### config.mk
export PLATFORM = sky130hd
export DESIGN_NAME = led_matrix_canvas_blit_refresh
export DESIGN_NICKNAME = d
export VERILOG_FILES = /design/src/hdl/lmcb_pkg.sv /design/src/hdl/lmcb_ram.sv /design/src/hdl/lmcb_ctrl.sv /design/src/hdl/lmcb_datapath.sv /design/src/hdl/led_matrix_canvas_blit_refresh.sv
export SDC_FILE = /design/constraint.sdc
export NUM_CORES = 1
export LEC_CHECK = 0
export ABC_CLOCK_PERIOD_IN_PS = 6200
export BUFFER_PORTS_ARGS = -buffer_cell sky130_fd_sc_hd__clkbuf_2
export CAP_MARGIN = 10
export CORE_MARGIN = 1
export CORE_UTILIZATION = 36
export CTS_CLUSTER_DIAMETER = 120
export DETAILED_ROUTE_END_ITERATION = 8
export SLEW_MARGIN = 10
export SYNTH_ARGS = -nofsm -noshare
export SYNTH_HDL_FRONTEND = slang
export SYNTH_SLANG_ARGS = --single-unit
### constraint.sdc
create_clock -name clock -period 6.2 [get_ports clock]
set_input_delay 0.62 -clock clock [delete_from_list [all_inputs] [get_ports clock]]
set_output_delay 0.62 -clock clock [all_outputs]
set_load 0.01 [all_outputs]
### src/hdl/lmcb_pkg.sv
// -----------------------------------------------------------------------------
// lmcb_pkg
// Shared types, constants and helper functions for the LED matrix canvas
// blitter and refresh sequencer.
// -----------------------------------------------------------------------------
package lmcb_pkg;

   // Geometry of the canvas and the device chain.
   localparam int MAX_DEVICES     = 8;
   localparam int ROWS_PER_DEVICE = 8;
   localparam int CANVAS_DEPTH    = MAX_DEVICES * ROWS_PER_DEVICE;
   localparam int CANVAS_ADDR_W   = $clog2(CANVAS_DEPTH);
   localparam int DEVICE_W        = $clog2(MAX_DEVICES);
   localparam int ROW_W           = $clog2(ROWS_PER_DEVICE);
   localparam int COUNT_W         = 4;

   // Device register addresses.
   localparam logic [3:0] REG_INTENSITY = 4'd10;
   localparam logic [3:0] REG_SHUTDOWN  = 4'd12;

   // Reset value of the device count register.
   localparam logic [COUNT_W-1:0] DEVICE_COUNT_RESET = COUNT_W'(MAX_DEVICES);

   // Input command codes.
   typedef enum logic [2:0] {
      CMD_BLIT_ROW      = 3'd0,
      CMD_REFRESH       = 3'd1,
      CMD_CLEAR         = 3'd2,
      CMD_SET_INTENSITY = 3'd3,
      CMD_SET_SHUTDOWN  = 3'd4
   } cmd_type;

   // Source of the canvas read address.
   typedef enum logic [1:0] {
      RD_LEFT  = 2'd0,
      RD_RIGHT = 2'd1,
      RD_SEQ   = 2'd2
   } rd_sel_type;

   // Commands from the controller to the datapath.
   typedef struct packed {
      logic       load_item;
      logic       seq_start;
      logic       clear_canvas;
      logic       clear_dirty;
      logic       rd_en;
      rd_sel_type rd_sel;
      logic       cap_left;
      logic       wr_left;
      logic       wr_right;
      logic       load_seq_rsp;
      logic       load_bcast_rsp;
      logic       next_row;
      logic       next_dev;
   } dp_cmd_type;

   // Status from the datapath to the controller.
   typedef struct packed {
      cmd_type command;
      logic    blit_ok;
      logic    intensity_ok;
      logic    scan_done;
      logic    scan_hit;
      logic    row_last;
      logic    bcast_last;
   } dp_status_type;

   // Reverses the bit order of a byte.
   function automatic logic [7:0] rev8(input logic [7:0] x);
      logic [7:0] v;
      v = ((x >> 1) & 8'h55) | ((x << 1) & 8'haa);
      v = ((v >> 2) & 8'h33) | ((v << 2) & 8'hcc);
      v = ((v >> 4) & 8'h0f) | ((v << 4) & 8'hf0);
      return v;
   endfunction

endpackage

### src/hdl/lmcb_ram.sv
// -----------------------------------------------------------------------------
// lmcb_ram
// Generic single write port, single read port RAM with registered read data.
// -----------------------------------------------------------------------------
module lmcb_ram #(
   parameter int WIDTH = 8,
   parameter int DEPTH = 64,
   localparam int ADDR_W = $clog2(DEPTH)
) (
   input  logic              clock,
   input  logic              wr_en,
   input  logic [ADDR_W-1:0] wr_addr,
   input  logic [WIDTH-1:0]  wr_data,
   input  logic              rd_en,
   input  logic [ADDR_W-1:0] rd_addr,
   output logic [WIDTH-1:0]  rd_data
);

   logic [WIDTH-1:0] mem_ff [DEPTH];
   logic [WIDTH-1:0] rd_data_ff;

   // Write port.
   always_ff @(posedge clock) begin
      if (wr_en) begin
         mem_ff[wr_addr] <= wr_data;
      end
   end

   // Read port; the data holds while no read is requested.
   always_ff @(posedge clock) begin
      if (rd_en) begin
         rd_data_ff <= mem_ff[rd_addr];
      end
   end

   assign rd_data = rd_data_ff;

endmodule

### src/hdl/lmcb_ctrl.sv
// -----------------------------------------------------------------------------
// lmcb_ctrl
// Controller state machine: decodes each transaction and steps the datapath
// through the blit read-modify-write, the refresh scan and the broadcasts.
// -----------------------------------------------------------------------------
module lmcb_ctrl
   import lmcb_pkg::*;
(
   input  logic          clock,
   input  logic          reset,
   input  logic          req_valid,
   output logic          req_ready,
   output logic          rsp_valid,
   input  logic          rsp_ready,
   input  dp_status_type status,
   output dp_cmd_type    cmd
);

   typedef enum logic [3:0] {
      ST_IDLE,
      ST_DECODE,
      ST_BLIT_RD0,
      ST_BLIT_RD1,
      ST_BLIT_WR0,
      ST_BLIT_WR1,
      ST_SCAN,
      ST_SEQ_RD,
      ST_SEQ_LOAD,
      ST_SEQ_WAIT,
      ST_BCAST_LOAD,
      ST_BCAST_WAIT
   } state_type;

   state_type state_ff;
   state_type state_in;

   // Next state and datapath commands.
   always_comb begin
      state_in  = state_ff;
      cmd       = '0;
      cmd.rd_sel = RD_SEQ;
      req_ready = 1'b0;
      rsp_valid = 1'b0;
      unique case (state_ff)
         ST_IDLE: begin
            req_ready     = 1'b1;
            cmd.load_item = req_valid;
            if (req_valid) begin
               state_in = ST_DECODE;
            end
         end
         ST_DECODE: begin
            cmd.seq_start = 1'b1;
            unique case (status.command)
               CMD_BLIT_ROW: begin
                  state_in = status.blit_ok ? ST_BLIT_RD0 : ST_IDLE;
               end
               CMD_REFRESH: begin
                  state_in = ST_SCAN;
               end
               CMD_CLEAR: begin
                  cmd.clear_canvas = 1'b1;
                  state_in         = ST_SCAN;
               end
               CMD_SET_INTENSITY: begin
                  state_in = status.intensity_ok ? ST_BCAST_LOAD : ST_IDLE;
               end
               CMD_SET_SHUTDOWN: begin
                  state_in = ST_BCAST_LOAD;
               end
               default: begin
                  state_in = ST_IDLE;
               end
            endcase
         end
         ST_BLIT_RD0: begin
            cmd.rd_en  = 1'b1;
            cmd.rd_sel = RD_LEFT;
            state_in   = ST_BLIT_RD1;
         end
         ST_BLIT_RD1: begin
            cmd.rd_en    = 1'b1;
            cmd.rd_sel   = RD_RIGHT;
            cmd.cap_left = 1'b1;
            state_in     = ST_BLIT_WR0;
         end
         ST_BLIT_WR0: begin
            cmd.wr_left = 1'b1;
            state_in    = ST_BLIT_WR1;
         end
         ST_BLIT_WR1: begin
            cmd.wr_right = 1'b1;
            state_in     = ST_IDLE;
         end
         ST_SCAN: begin
            // Walk the devices in use, stopping at each dirty one.
            if (status.scan_done) begin
               cmd.clear_dirty = 1'b1;
               state_in        = ST_IDLE;
            end else if (status.scan_hit) begin
               state_in = ST_SEQ_RD;
            end else begin
               cmd.next_dev = 1'b1;
            end
         end
         ST_SEQ_RD: begin
            cmd.rd_en  = 1'b1;
            cmd.rd_sel = RD_SEQ;
            state_in   = ST_SEQ_LOAD;
         end
         ST_SEQ_LOAD: begin
            cmd.load_seq_rsp = 1'b1;
            state_in         = ST_SEQ_WAIT;
         end
         ST_SEQ_WAIT: begin
            rsp_valid = 1'b1;
            if (rsp_ready) begin
               if (status.row_last) begin
                  cmd.next_dev = 1'b1;
                  state_in     = ST_SCAN;
               end else begin
                  cmd.next_row = 1'b1;
                  state_in     = ST_SEQ_RD;
               end
            end
         end
         ST_BCAST_LOAD: begin
            cmd.load_bcast_rsp = 1'b1;
            state_in           = ST_BCAST_WAIT;
         end
         ST_BCAST_WAIT: begin
            rsp_valid = 1'b1;
            if (rsp_ready) begin
               if (status.bcast_last) begin
                  state_in = ST_IDLE;
               end else begin
                  cmd.next_dev = 1'b1;
                  state_in     = ST_BCAST_LOAD;
               end
            end
         end
         default: begin
            state_in = ST_IDLE;
         end
      endcase
   end

   // State register.
   always_ff @(posedge clock) begin
      if (reset) begin
         state_ff <= ST_IDLE;
      end else begin
         state_ff <= state_in;
      end
   end

endmodule

### src/hdl/lmcb_datapath.sv
// -----------------------------------------------------------------------------
// lmcb_datapath
// Canvas memory with per-entry valid bits, dirty mask, device count register,
// blit merge logic, scan counters and the result register.
// -----------------------------------------------------------------------------
module lmcb_datapath
   import lmcb_pkg::*;
(
   input  logic                clock,
   input  logic                reset,
   input  logic [2:0]          req_command,
   input  logic signed [6:0]   req_display_column,
   input  logic [3:0]          req_sprite_width,
   input  logic [2:0]          req_row,
   input  logic [7:0]          req_sprite_byte,
   input  logic [7:0]          req_value,
   input  logic                csr_write_enable,
   input  logic [COUNT_W-1:0]  csr_write_data,
   input  dp_cmd_type          cmd,
   output dp_status_type       status,
   output logic [DEVICE_W-1:0] rsp_device,
   output logic [3:0]          rsp_register_address,
   output logic [7:0]          rsp_write_data,
   output logic                rsp_last
);

   // Captured transaction fields.
   cmd_type            cmd_ff;
   logic signed [6:0]  col_ff;
   logic [3:0]         width_ff;
   logic [ROW_W-1:0]   row_ff;
   logic [7:0]         sprite_ff;
   logic [7:0]         value_ff;

   // Control state.
   logic [COUNT_W-1:0]      count_ff, count_in;
   logic [MAX_DEVICES-1:0]  dirty_ff, dirty_in;
   logic [CANVAS_DEPTH-1:0] valid_ff, valid_in;
   logic [COUNT_W-1:0]      seq_dev_ff, seq_dev_in;
   logic [ROW_W-1:0]        seq_row_ff, seq_row_in;

   // Datapath registers.
   logic [7:0]          left_ff;
   logic [7:0]          right_ff;
   logic                rd_valid_ff;
   logic [DEVICE_W-1:0] rsp_device_ff;
   logic [3:0]          rsp_reg_ff;
   logic [7:0]          rsp_data_ff;
   logic                rsp_last_ff;

   // Memory port signals.
   logic                     ram_we;
   logic [CANVAS_ADDR_W-1:0] ram_waddr;
   logic [7:0]               ram_wdata;
   logic [CANVAS_ADDR_W-1:0] ram_raddr;
   logic [7:0]               ram_rdata;
   logic [7:0]               rdata_eff;

   // Blit geometry and merge.
   logic [2:0]               dc8;
   logic [CANVAS_ADDR_W-1:0] addr0;
   logic [CANVAS_ADDR_W-1:0] addr8;
   logic                     left_ok;
   logic                     right_ok;
   logic [7:0]               reach;
   logic                     width_ok;
   logic                     on_screen;
   logic [DEVICE_W-1:0]      blit_dev;
   logic [1:0]               pair;
   logic [MAX_DEVICES-1:0]   dirty_add;
   logic [7:0]               sm;
   logic [7:0]               s;
   logic [15:0]              sr16;
   logic [15:0]              s16;
   logic [15:0]              merged;

   // Scan helpers.
   logic [MAX_DEVICES-1:0]   used_mask;
   logic [MAX_DEVICES-1:0]   above_mask;
   logic [MAX_DEVICES-1:0]   remaining;
   logic [CANVAS_DEPTH-1:0]  clear_bits;
   logic [CANVAS_ADDR_W-1:0] seq_addr;

   // Transaction capture.
   always_ff @(posedge clock) begin
      if (cmd.load_item) begin
         cmd_ff    <= cmd_type'(req_command);
         col_ff    <= req_display_column;
         width_ff  <= req_sprite_width;
         row_ff    <= req_row;
         sprite_ff <= req_sprite_byte;
         value_ff  <= req_value;
      end
   end

   // Blit geometry: the left byte sits at base + row, the right one 8 rows on.
   assign dc8       = col_ff[2:0];
   assign addr0     = {col_ff[5:3], row_ff};
   assign addr8     = {col_ff[5:3] + 3'd1, row_ff};
   assign left_ok   = !col_ff[6];
   assign right_ok  = !(!col_ff[6] && (col_ff[5:3] == 3'b111));
   assign reach     = {col_ff[6], col_ff} + {4'b0000, width_ff};
   assign width_ok  = (width_ff != 4'd0) && (width_ff <= 4'd8);
   assign on_screen = !reach[7] && (reach != 8'd0)
                      && !(!col_ff[6] && ({1'b0, col_ff[5:0]} >= {count_ff, 3'b000}));
   assign blit_dev  = col_ff[6] ? '0 : col_ff[5:3];
   assign pair      = (({1'b0, dc8} + width_ff) <= 4'd8) ? 2'b01 : 2'b11;
   assign dirty_add = MAX_DEVICES'({{(MAX_DEVICES-2){1'b0}}, pair} << blit_dev);

   // Merge the reversed sprite bits into the two canvas bytes.
   assign sm     = 8'((9'h001 << width_ff) - 9'h001);
   assign s      = sm & (rev8(sprite_ff) >> (4'd8 - width_ff));
   assign sr16   = {8'h00, sm} << dc8;
   assign s16    = {8'h00, s} << dc8;
   assign merged = ({rdata_eff, left_ff} & ~sr16) | s16;

   // Canvas memory port control.
   assign ram_we    = (cmd.wr_left && left_ok) || (cmd.wr_right && right_ok);
   assign ram_waddr = cmd.wr_right ? addr8 : addr0;
   assign ram_wdata = cmd.wr_right ? right_ff : merged[7:0];
   assign seq_addr  = {seq_dev_ff[DEVICE_W-1:0], seq_row_ff};

   always_comb begin
      unique case (cmd.rd_sel)
         RD_LEFT:  ram_raddr = addr0;
         RD_RIGHT: ram_raddr = addr8;
         RD_SEQ:   ram_raddr = seq_addr;
         default:  ram_raddr = seq_addr;
      endcase
   end

   lmcb_ram #(
      .WIDTH (8),
      .DEPTH (CANVAS_DEPTH)
   ) u_canvas (
      .clock   (clock),
      .wr_en   (ram_we),
      .wr_addr (ram_waddr),
      .wr_data (ram_wdata),
      .rd_en   (cmd.rd_en),
      .rd_addr (ram_raddr),
      .rd_data (ram_rdata)
   );

   // An entry never written since reset or clear reads as zero.
   assign rdata_eff = rd_valid_ff ? ram_rdata : 8'h00;

   always_ff @(posedge clock) begin
      if (cmd.rd_en) begin
         rd_valid_ff <= valid_ff[ram_raddr];
      end
   end

   // Masks over the devices in use; above_mask holds the devices past the
   // one being scanned, and is empty while device 7 is scanned.
   assign used_mask  = MAX_DEVICES'((16'h0001 << count_ff) - 16'h0001);
   assign above_mask = MAX_DEVICES'({MAX_DEVICES{1'b1}}
                                    << ({1'b0, seq_dev_ff[DEVICE_W-1:0]} + 4'd1));
   assign remaining  = dirty_ff & used_mask & above_mask;

   always_comb begin
      for (int d = 0; d < MAX_DEVICES; d++) begin
         clear_bits[d*ROWS_PER_DEVICE +: ROWS_PER_DEVICE] = {ROWS_PER_DEVICE{used_mask[d]}};
      end
   end

   // Valid bits, dirty mask, counters and the device count register.
   always_comb begin
      valid_in = valid_ff;
      if (cmd.clear_canvas) begin
         valid_in = valid_ff & ~clear_bits;
      end
      if (ram_we) begin
         valid_in[ram_waddr] = 1'b1;
      end

      dirty_in = dirty_ff;
      if (cmd.clear_dirty) begin
         dirty_in = '0;
      end else if (cmd.clear_canvas) begin
         dirty_in = dirty_ff | used_mask;
      end else if (cmd.wr_left) begin
         dirty_in = dirty_ff | dirty_add;
      end

      seq_dev_in = seq_dev_ff;
      seq_row_in = seq_row_ff;
      if (cmd.seq_start) begin
         seq_dev_in = '0;
         seq_row_in = '0;
      end else if (cmd.next_dev) begin
         seq_dev_in = seq_dev_ff + 1'b1;
         seq_row_in = '0;
      end else if (cmd.next_row) begin
         seq_row_in = seq_row_ff + 1'b1;
      end

      count_in = count_ff;
      if (csr_write_enable) begin
         if ((csr_write_data == '0) || (csr_write_data > DEVICE_COUNT_RESET)) begin
            count_in = DEVICE_COUNT_RESET;
         end else begin
            count_in = csr_write_data;
         end
      end
   end

   always_ff @(posedge clock) begin
      if (reset) begin
         valid_ff   <= '0;
         dirty_ff   <= '0;
         seq_dev_ff <= '0;
         seq_row_ff <= '0;
         count_ff   <= DEVICE_COUNT_RESET;
      end else begin
         valid_ff   <= valid_in;
         dirty_ff   <= dirty_in;
         seq_dev_ff <= seq_dev_in;
         seq_row_ff <= seq_row_in;
         count_ff   <= count_in;
      end
   end

   // Blit holding registers.
   always_ff @(posedge clock) begin
      if (cmd.cap_left) begin
         left_ff <= rdata_eff;
      end
      if (cmd.wr_left) begin
         right_ff <= merged[15:8];
      end
   end

   // Result register.
   always_ff @(posedge clock) begin
      if (cmd.load_seq_rsp) begin
         rsp_device_ff <= seq_dev_ff[DEVICE_W-1:0];
         rsp_reg_ff    <= {1'b0, seq_row_ff} + 4'd1;
         rsp_data_ff   <= rdata_eff;
         rsp_last_ff   <= (seq_row_ff == ROW_W'(ROWS_PER_DEVICE - 1)) && (remaining == '0);
      end else if (cmd.load_bcast_rsp) begin
         rsp_device_ff <= seq_dev_ff[DEVICE_W-1:0];
         if (cmd_ff == CMD_SET_INTENSITY) begin
            rsp_reg_ff  <= REG_INTENSITY;
            rsp_data_ff <= value_ff;
         end else begin
            rsp_reg_ff  <= REG_SHUTDOWN;
            rsp_data_ff <= {7'b0000000, value_ff == 8'h00};
         end
         rsp_last_ff <= (seq_dev_ff + 1'b1) == count_ff;
      end
   end

   assign rsp_device           = rsp_device_ff;
   assign rsp_register_address = rsp_reg_ff;
   assign rsp_write_data       = rsp_data_ff;
   assign rsp_last             = rsp_last_ff;

   // Status toward the controller.
   assign status.command      = cmd_ff;
   assign status.blit_ok      = width_ok && on_screen;
   assign status.intensity_ok = (value_ff[7:4] == 4'h0);
   assign status.scan_done    = (seq_dev_ff >= count_ff);
   assign status.scan_hit     = dirty_ff[seq_dev_ff[DEVICE_W-1:0]];
   assign status.row_last     = (seq_row_ff == ROW_W'(ROWS_PER_DEVICE - 1));
   assign status.bcast_last   = (seq_dev_ff + 1'b1) == count_ff;

endmodule

### src/hdl/led_matrix_canvas_blit_refresh.sv
// Blit: after acceptance the controller steps through decode, two canvas reads
// and two canvas writes (one RAM read port, one write port) before the next transaction can be taken.
// Refresh and clear: decode, then a scan over the devices in use; each register
// write takes a RAM read, a result load and a result handoff, which may stall.
// Intensity and shutdown: a result load and handoff per device in use.
// Synchronous active-high reset; the canvas reads as zero right after reset.
// -----------------------------------------------------------------------------
// led_matrix_canvas_blit_refresh
// Canvas blitter and refresh sequencer for a chain of 8x8 LED matrix driver
// devices, built as a controller and a datapath.
// -----------------------------------------------------------------------------
module led_matrix_canvas_blit_refresh
   import lmcb_pkg::*;
(
   input  logic                clock,
   input  logic                reset,
   input  logic                req_valid,
   output logic                req_ready,
   input  logic [2:0]          req_command,
   input  logic signed [6:0]   req_display_column,
   input  logic [3:0]          req_sprite_width,
   input  logic [2:0]          req_row,
   input  logic [7:0]          req_sprite_byte,
   input  logic [7:0]          req_value,
   output logic                rsp_valid,
   input  logic                rsp_ready,
   output logic [DEVICE_W-1:0] rsp_device,
   output logic [3:0]          rsp_register_address,
   output logic [7:0]          rsp_write_data,
   output logic                rsp_last,
   input  logic                csr_write_enable,
   input  logic [COUNT_W-1:0]  csr_write_data
);

   dp_cmd_type    dp_cmd;
   dp_status_type dp_status;

   // Sequencing of each transaction.
   lmcb_ctrl u_ctrl (
      .clock     (clock),
      .reset     (reset),
      .req_valid (req_valid),
      .req_ready (req_ready),
      .rsp_valid (rsp_valid),
      .rsp_ready (rsp_ready),
      .status    (dp_status),
      .cmd       (dp_cmd)
   );

   // Canvas storage and result formation.
   lmcb_datapath u_datapath (
      .clock                (clock),
      .reset                (reset),
      .req_command          (req_command),
      .req_display_column   (req_display_column),
      .req_sprite_width     (req_sprite_width),
      .req_row              (req_row),
      .req_sprite_byte      (req_sprite_byte),
      .req_value            (req_value),
      .csr_write_enable     (csr_write_enable),
      .csr_write_data       (csr_write_data),
      .cmd                  (dp_cmd),
      .status               (dp_status),
      .rsp_device           (rsp_device),
      .rsp_register_address (rsp_register_address),
      .rsp_write_data       (rsp_write_data),
      .rsp_last             (rsp_last)
   );

endmodule

==> metrics.md <==
| Metric | Value |
|---|---|
| Die ar. | `82280 µm²` |
| PortBufs | `59` |
| Place WS | `1.135 ns` |
| Slew headroom | `0.1638` |
| PwrDens | `365.5 nW/µm²` |
| Fillers | `7556` |
| Largest net degree at the start of global routing | `107` |
| Via density | `5.584` |
| Maxcap violations | `0` |
| Core ar. | `80420 µm²` |
| Slew Viols, Final | `0` |
| Hold_buf cts | `0` |
| CP Capture Type | `flip-flop` |
| Reg-to-reg endpoint | `u_datapath.u_canvas.mem_ff[6][6]` |
| Gr ovfl total | `0` |
| Worst VDD drop | `0.2199 mV` |
| Crit share post-route | `0.8323` |
| Layout cells sized above 1 | `0.09555` |
| Via count | `20360` |
| Yosys synthesis warning count | `0` |
| Post-Syn Nets | `2584` |
| Sum Neg Setup Slack | `0 ns` |
| Crit-path max cell delay | `0.91 ns` |
| Crit path kind | `flip-flop to flip-flop` |
| Most frequent cell after synthesis | `edfxtp_1` |
| HP Class | `input port to flip-flop` |
| Post-Syn Area | `29210 µm²` |
| Row cnt | `104` |
| Total GRT Usage | `0.1942` |
| Gates resized, CTS repair | `0` |
| First-pass GRT wire length | `121.2 mm` |
| Post-synth ARST share | `0` |
| Post-DP HPWL | `50.77 mm` |
| Setup crit start | `u_datapath.width_ff[0]` |
| Crit path cell chain | `inv_1 > ha_1 > ha_1 > nor2b_1 > inv_1 > ha_1 > nor3b_1 > mux2_2 > o21ai_0 > a21oi_1 > o211ai_1 > a211o_1 > a22o_2` |
| Starting DRT DRC Count | `2016` |
| Status | `finished clean` |
| Largest area contributor in the synthesized netlist | `edfxtp_1` |
| Final setup vio count | `0` |
| DRT Wirelength | `80.45 mm` |
| CTS Buf Count | `70` |
| Reg2Reg Depth | `13` |
| Top FF cell, synth | `edfxtp_1` |
| Cell count after synthesis | `2514` |
| Worst skew pair latency | `0.63 ns` |
| CP startpoint kind | `flip-flop` |
| Die Y-Extent | `286.9 µm` |
| Vias in the first global route | `19450` |
| Die Span X | `286.9 µm` |
| Clock Path Buffers | `3` |
| Static leakage power | `10.85 nW` |
| Cell variety after synth | `77` |
| FMAX | `0.1938 GHz` |
| Synth cell count leaders | `edfxtp_1 (586), nand2_1 (540), nand3_1 (294)` |
| 1st-pass router iterations | `5` |
| Ports | `60` |
| Post-route ant nets | `0` |
| Root buf cell | `clkbuf_16` |
| Top post-synthesis cells by area | `edfxtp_1 (60%), nand2_1 (6.9%), dfxtp_1 (6.0%)` |
| Reg2reg start | `u_datapath.width_ff[0]` |
| WP data required | `6.44 ns` |
| Min cycle time layout | `5.160 ns` |
| Number of enable flip-flop cells after synthesis | `586` |
| Mean Syn Cell Area | `11.62 µm²` |
| Final worst slack | `1.040 ns` |
| Worst-Margin Slew | `1.250 ns` |
| Worst Setup EP | `u_datapath.u_canvas.mem_ff[6][6]` |
| H-Tree Depth | `3` |
| Seq cells post-synth | `673` |
| Wire per inst | `22.06 µm` |
| Post-layout nets | `2601` |
| Post-CTS setup buffer count | `0` |
| Starting Density | `0.3632` |
| Most frequent CP cell | `ha_1` |
| GP Congestion | `0.8821` |
| Max stage delay cell, worst path | `a22o_2` |
| Clk slew on worst S/H paths | `0.06 ns` |
| Seq/Total Area, Yosys | `0.6620` |
| Clock tree from TritonCTS | `done` |
| Top-area cell type share of the netlist area | `0.6024` |
| Initial antenna violation count | `1` |
| CP arrival | `5.40 ns` |
| Synth-to-layout area growth | `12.37%` |
| Clk sinks | `673` |
| Setup Skew | `0.03103 ns` |
| Reg2Reg Setup Slack | `1.04 ns` |
| Number of remaining DRC errors | `0` |
| Worst Path Max Fanout | `64` |
| Total power draw | `12.00 mW` |
| RSZ-0062 raised after global routing | `false` |
| Final Hold Viols | `0` |
## final cells by class
class | count | area (µm²) | share of cell area
multi-input cells | 1660 | 9205 | 0.2804
inverters | 32 | 120.1 | 0.003660
diodes | 1 | 2.502 | 0.00007624
clock inverters | 39 | 392.9 | 0.01197
repair buffers | 94 | 580.6 | 0.01769
clock buffers | 87 | 1857 | 0.05657
well taps | 1060 | 1326 | 0.04041
flip-flops and latches | 673 | 19340 | 0.5892
## cell families after synthesis
family                     after synthesis  share of synthesized area
AOI/OAI and AO/OA                      338                    0.07997
xor gates and xnor gates                14                   0.004198
adders and majority gates               28                    0.01225
buffers and inverters                  181                    0.02754
DFF                                    673                     0.6620
muxes                                   86                    0.03298
and+or+nand+nor                       1194                     0.1810
## where the power goes
part | switching, mW | internal, mW | total [mW]
Clock | 1.77 | 2.36 | 4.13
Combinational | 1.67 | 0.621 | 2.29
Sequential | 0.135 | 5.44 | 5.58
Total | 3.58 | 8.42 | 12.0
## per-stage QoR
| step | util | cell area, µm² | cells | hold slack [ns] |
|---|---|---|---|---|
| final | 0.4082 | 32820 | 3646 | 0.1850 |
| after global routing | 0.4081 | 32820 | 3645 | 0.1566 |
| after CTS | 0.4081 | 32820 | 3644 | 0.1550 |
| after detailed placement | 0.3801 | 30570 | 3518 | 0.4665 |
| after global placement | 0.3801 | 30570 | 3518 | 0.4618 |
| after floorplan | - | 29210 | 2514 | 0.4348 |
## worst min path at each step
stage,startpoint,endpoint,slack [ns],cells after the start
3_5_place_dp,u_datapath.dirty_ff[4],u_datapath.dirty_ff[4],0.47,2
4_1_cts,req_sprite_width[0],u_datapath.width_ff[0],0.15,1
6_report,req_sprite_byte[6],u_datapath.sprite_ff[6],0.18,1
3_3_place_gp,u_datapath.dirty_ff[4],u_datapath.dirty_ff[4],0.46,2
5_1_grt,req_sprite_byte[2],u_datapath.sprite_ff[2],0.16,1
2_1_floorplan,u_datapath.seq_dev_ff[0],u_datapath.rsp_device[0],0.43,0
## per-layer routing
metal | up-vias | track usage | routed length (µm)
met5 | - | 0 | 0
met4 | 0 | 0.06117 | 2372
met3 | 144 | 0.03222 | 5679
met2 | 815 | 0.3148 | 37890
met1 | 10110 | 0.2660 | 34500
li1 | 9290 | - | -
## flip-flops by register name (all words and copies together), names as in the netlist, 3 cells and up
| name | cells |
|---|---|
| u_datapath.u_canvas.mem_ff | 512 |
| u_datapath.seq_row_ff | 3 |
| u_datapath.row_ff | 3 |
| u_datapath.rsp_device | 3 |
| u_datapath.count_ff | 4 |
| u_datapath.width_ff | 4 |
| u_datapath.u_canvas.rd_data | 8 |
| u_datapath.rsp_register_address | 4 |
| u_datapath.cmd_ff | 3 |
| u_datapath.right_ff | 8 |
| u_datapath.value_ff | 8 |
| u_datapath.seq_dev_ff | 4 |
| u_datapath.dirty_ff | 8 |
| u_datapath.col_ff | 7 |
| u_datapath.left_ff | 8 |
| u_datapath.sprite_ff | 8 |
| u_datapath.rsp_write_data | 8 |
| u_ctrl.state_ff | 4 |
| u_datapath.valid_ff | 64 |
## placed cells by master (no fill, tap or decap), types with 9 or more instances in the layout
cell | synthesis | routed
edfxtp_1 | 586 | 586
nand2_1 | 540 | 540
nand3_1 | 294 | 294
nor2_1 | 194 | 192
dfxtp_1 | 87 | 87
clkbuf_16 | 0 | 71
mux2i_1 | 67 | 66
a22oi_1 | 62 | 62
clkbuf_2 | 0 | 59
a21oi_1 | 52 | 48
o21ai_0 | 46 | 46
a31oi_1 | 47 | 44
nand4_1 | 34 | 34
buf_4 | 9 | 32
inv_1 | 30 | 30
ha_1 | 27 | 27
nor3_1 | 21 | 20
clkinv_1 | 2 | 18
o221ai_1 | 18 | 18
nor2b_1 | 16 | 16
nand2b_1 | 15 | 15
clkbuf_1 | 74 | 14
and3_1 | 13 | 13
nor4_1 | 11 | 11
mux2_2 | 12 | 11
or2_2 | 11 | 11
o22ai_1 | 11 | 11
and2_1 | 11 | 10
o21bai_1 | 10 | 10
a311oi_1 | 10 | 10
or3_1 | 10 | 10
a32oi_1 | 9 | 9
xnor2_1 | 9 | 9
## worst max-delay path: cells and delay by family, from the launching register on
kind                     cells  cell delay (ns)
buffers and inverters        2             0.37
adder cells (fa/ha/maj)      3             0.81
flip-flops                   1             0.75
multiplexers                 1             0.35
AO/OA/AOI/OAI                5             1.99
AND/OR/NAND/NOR              2             0.41
Power figures use the tool's default switching activity.
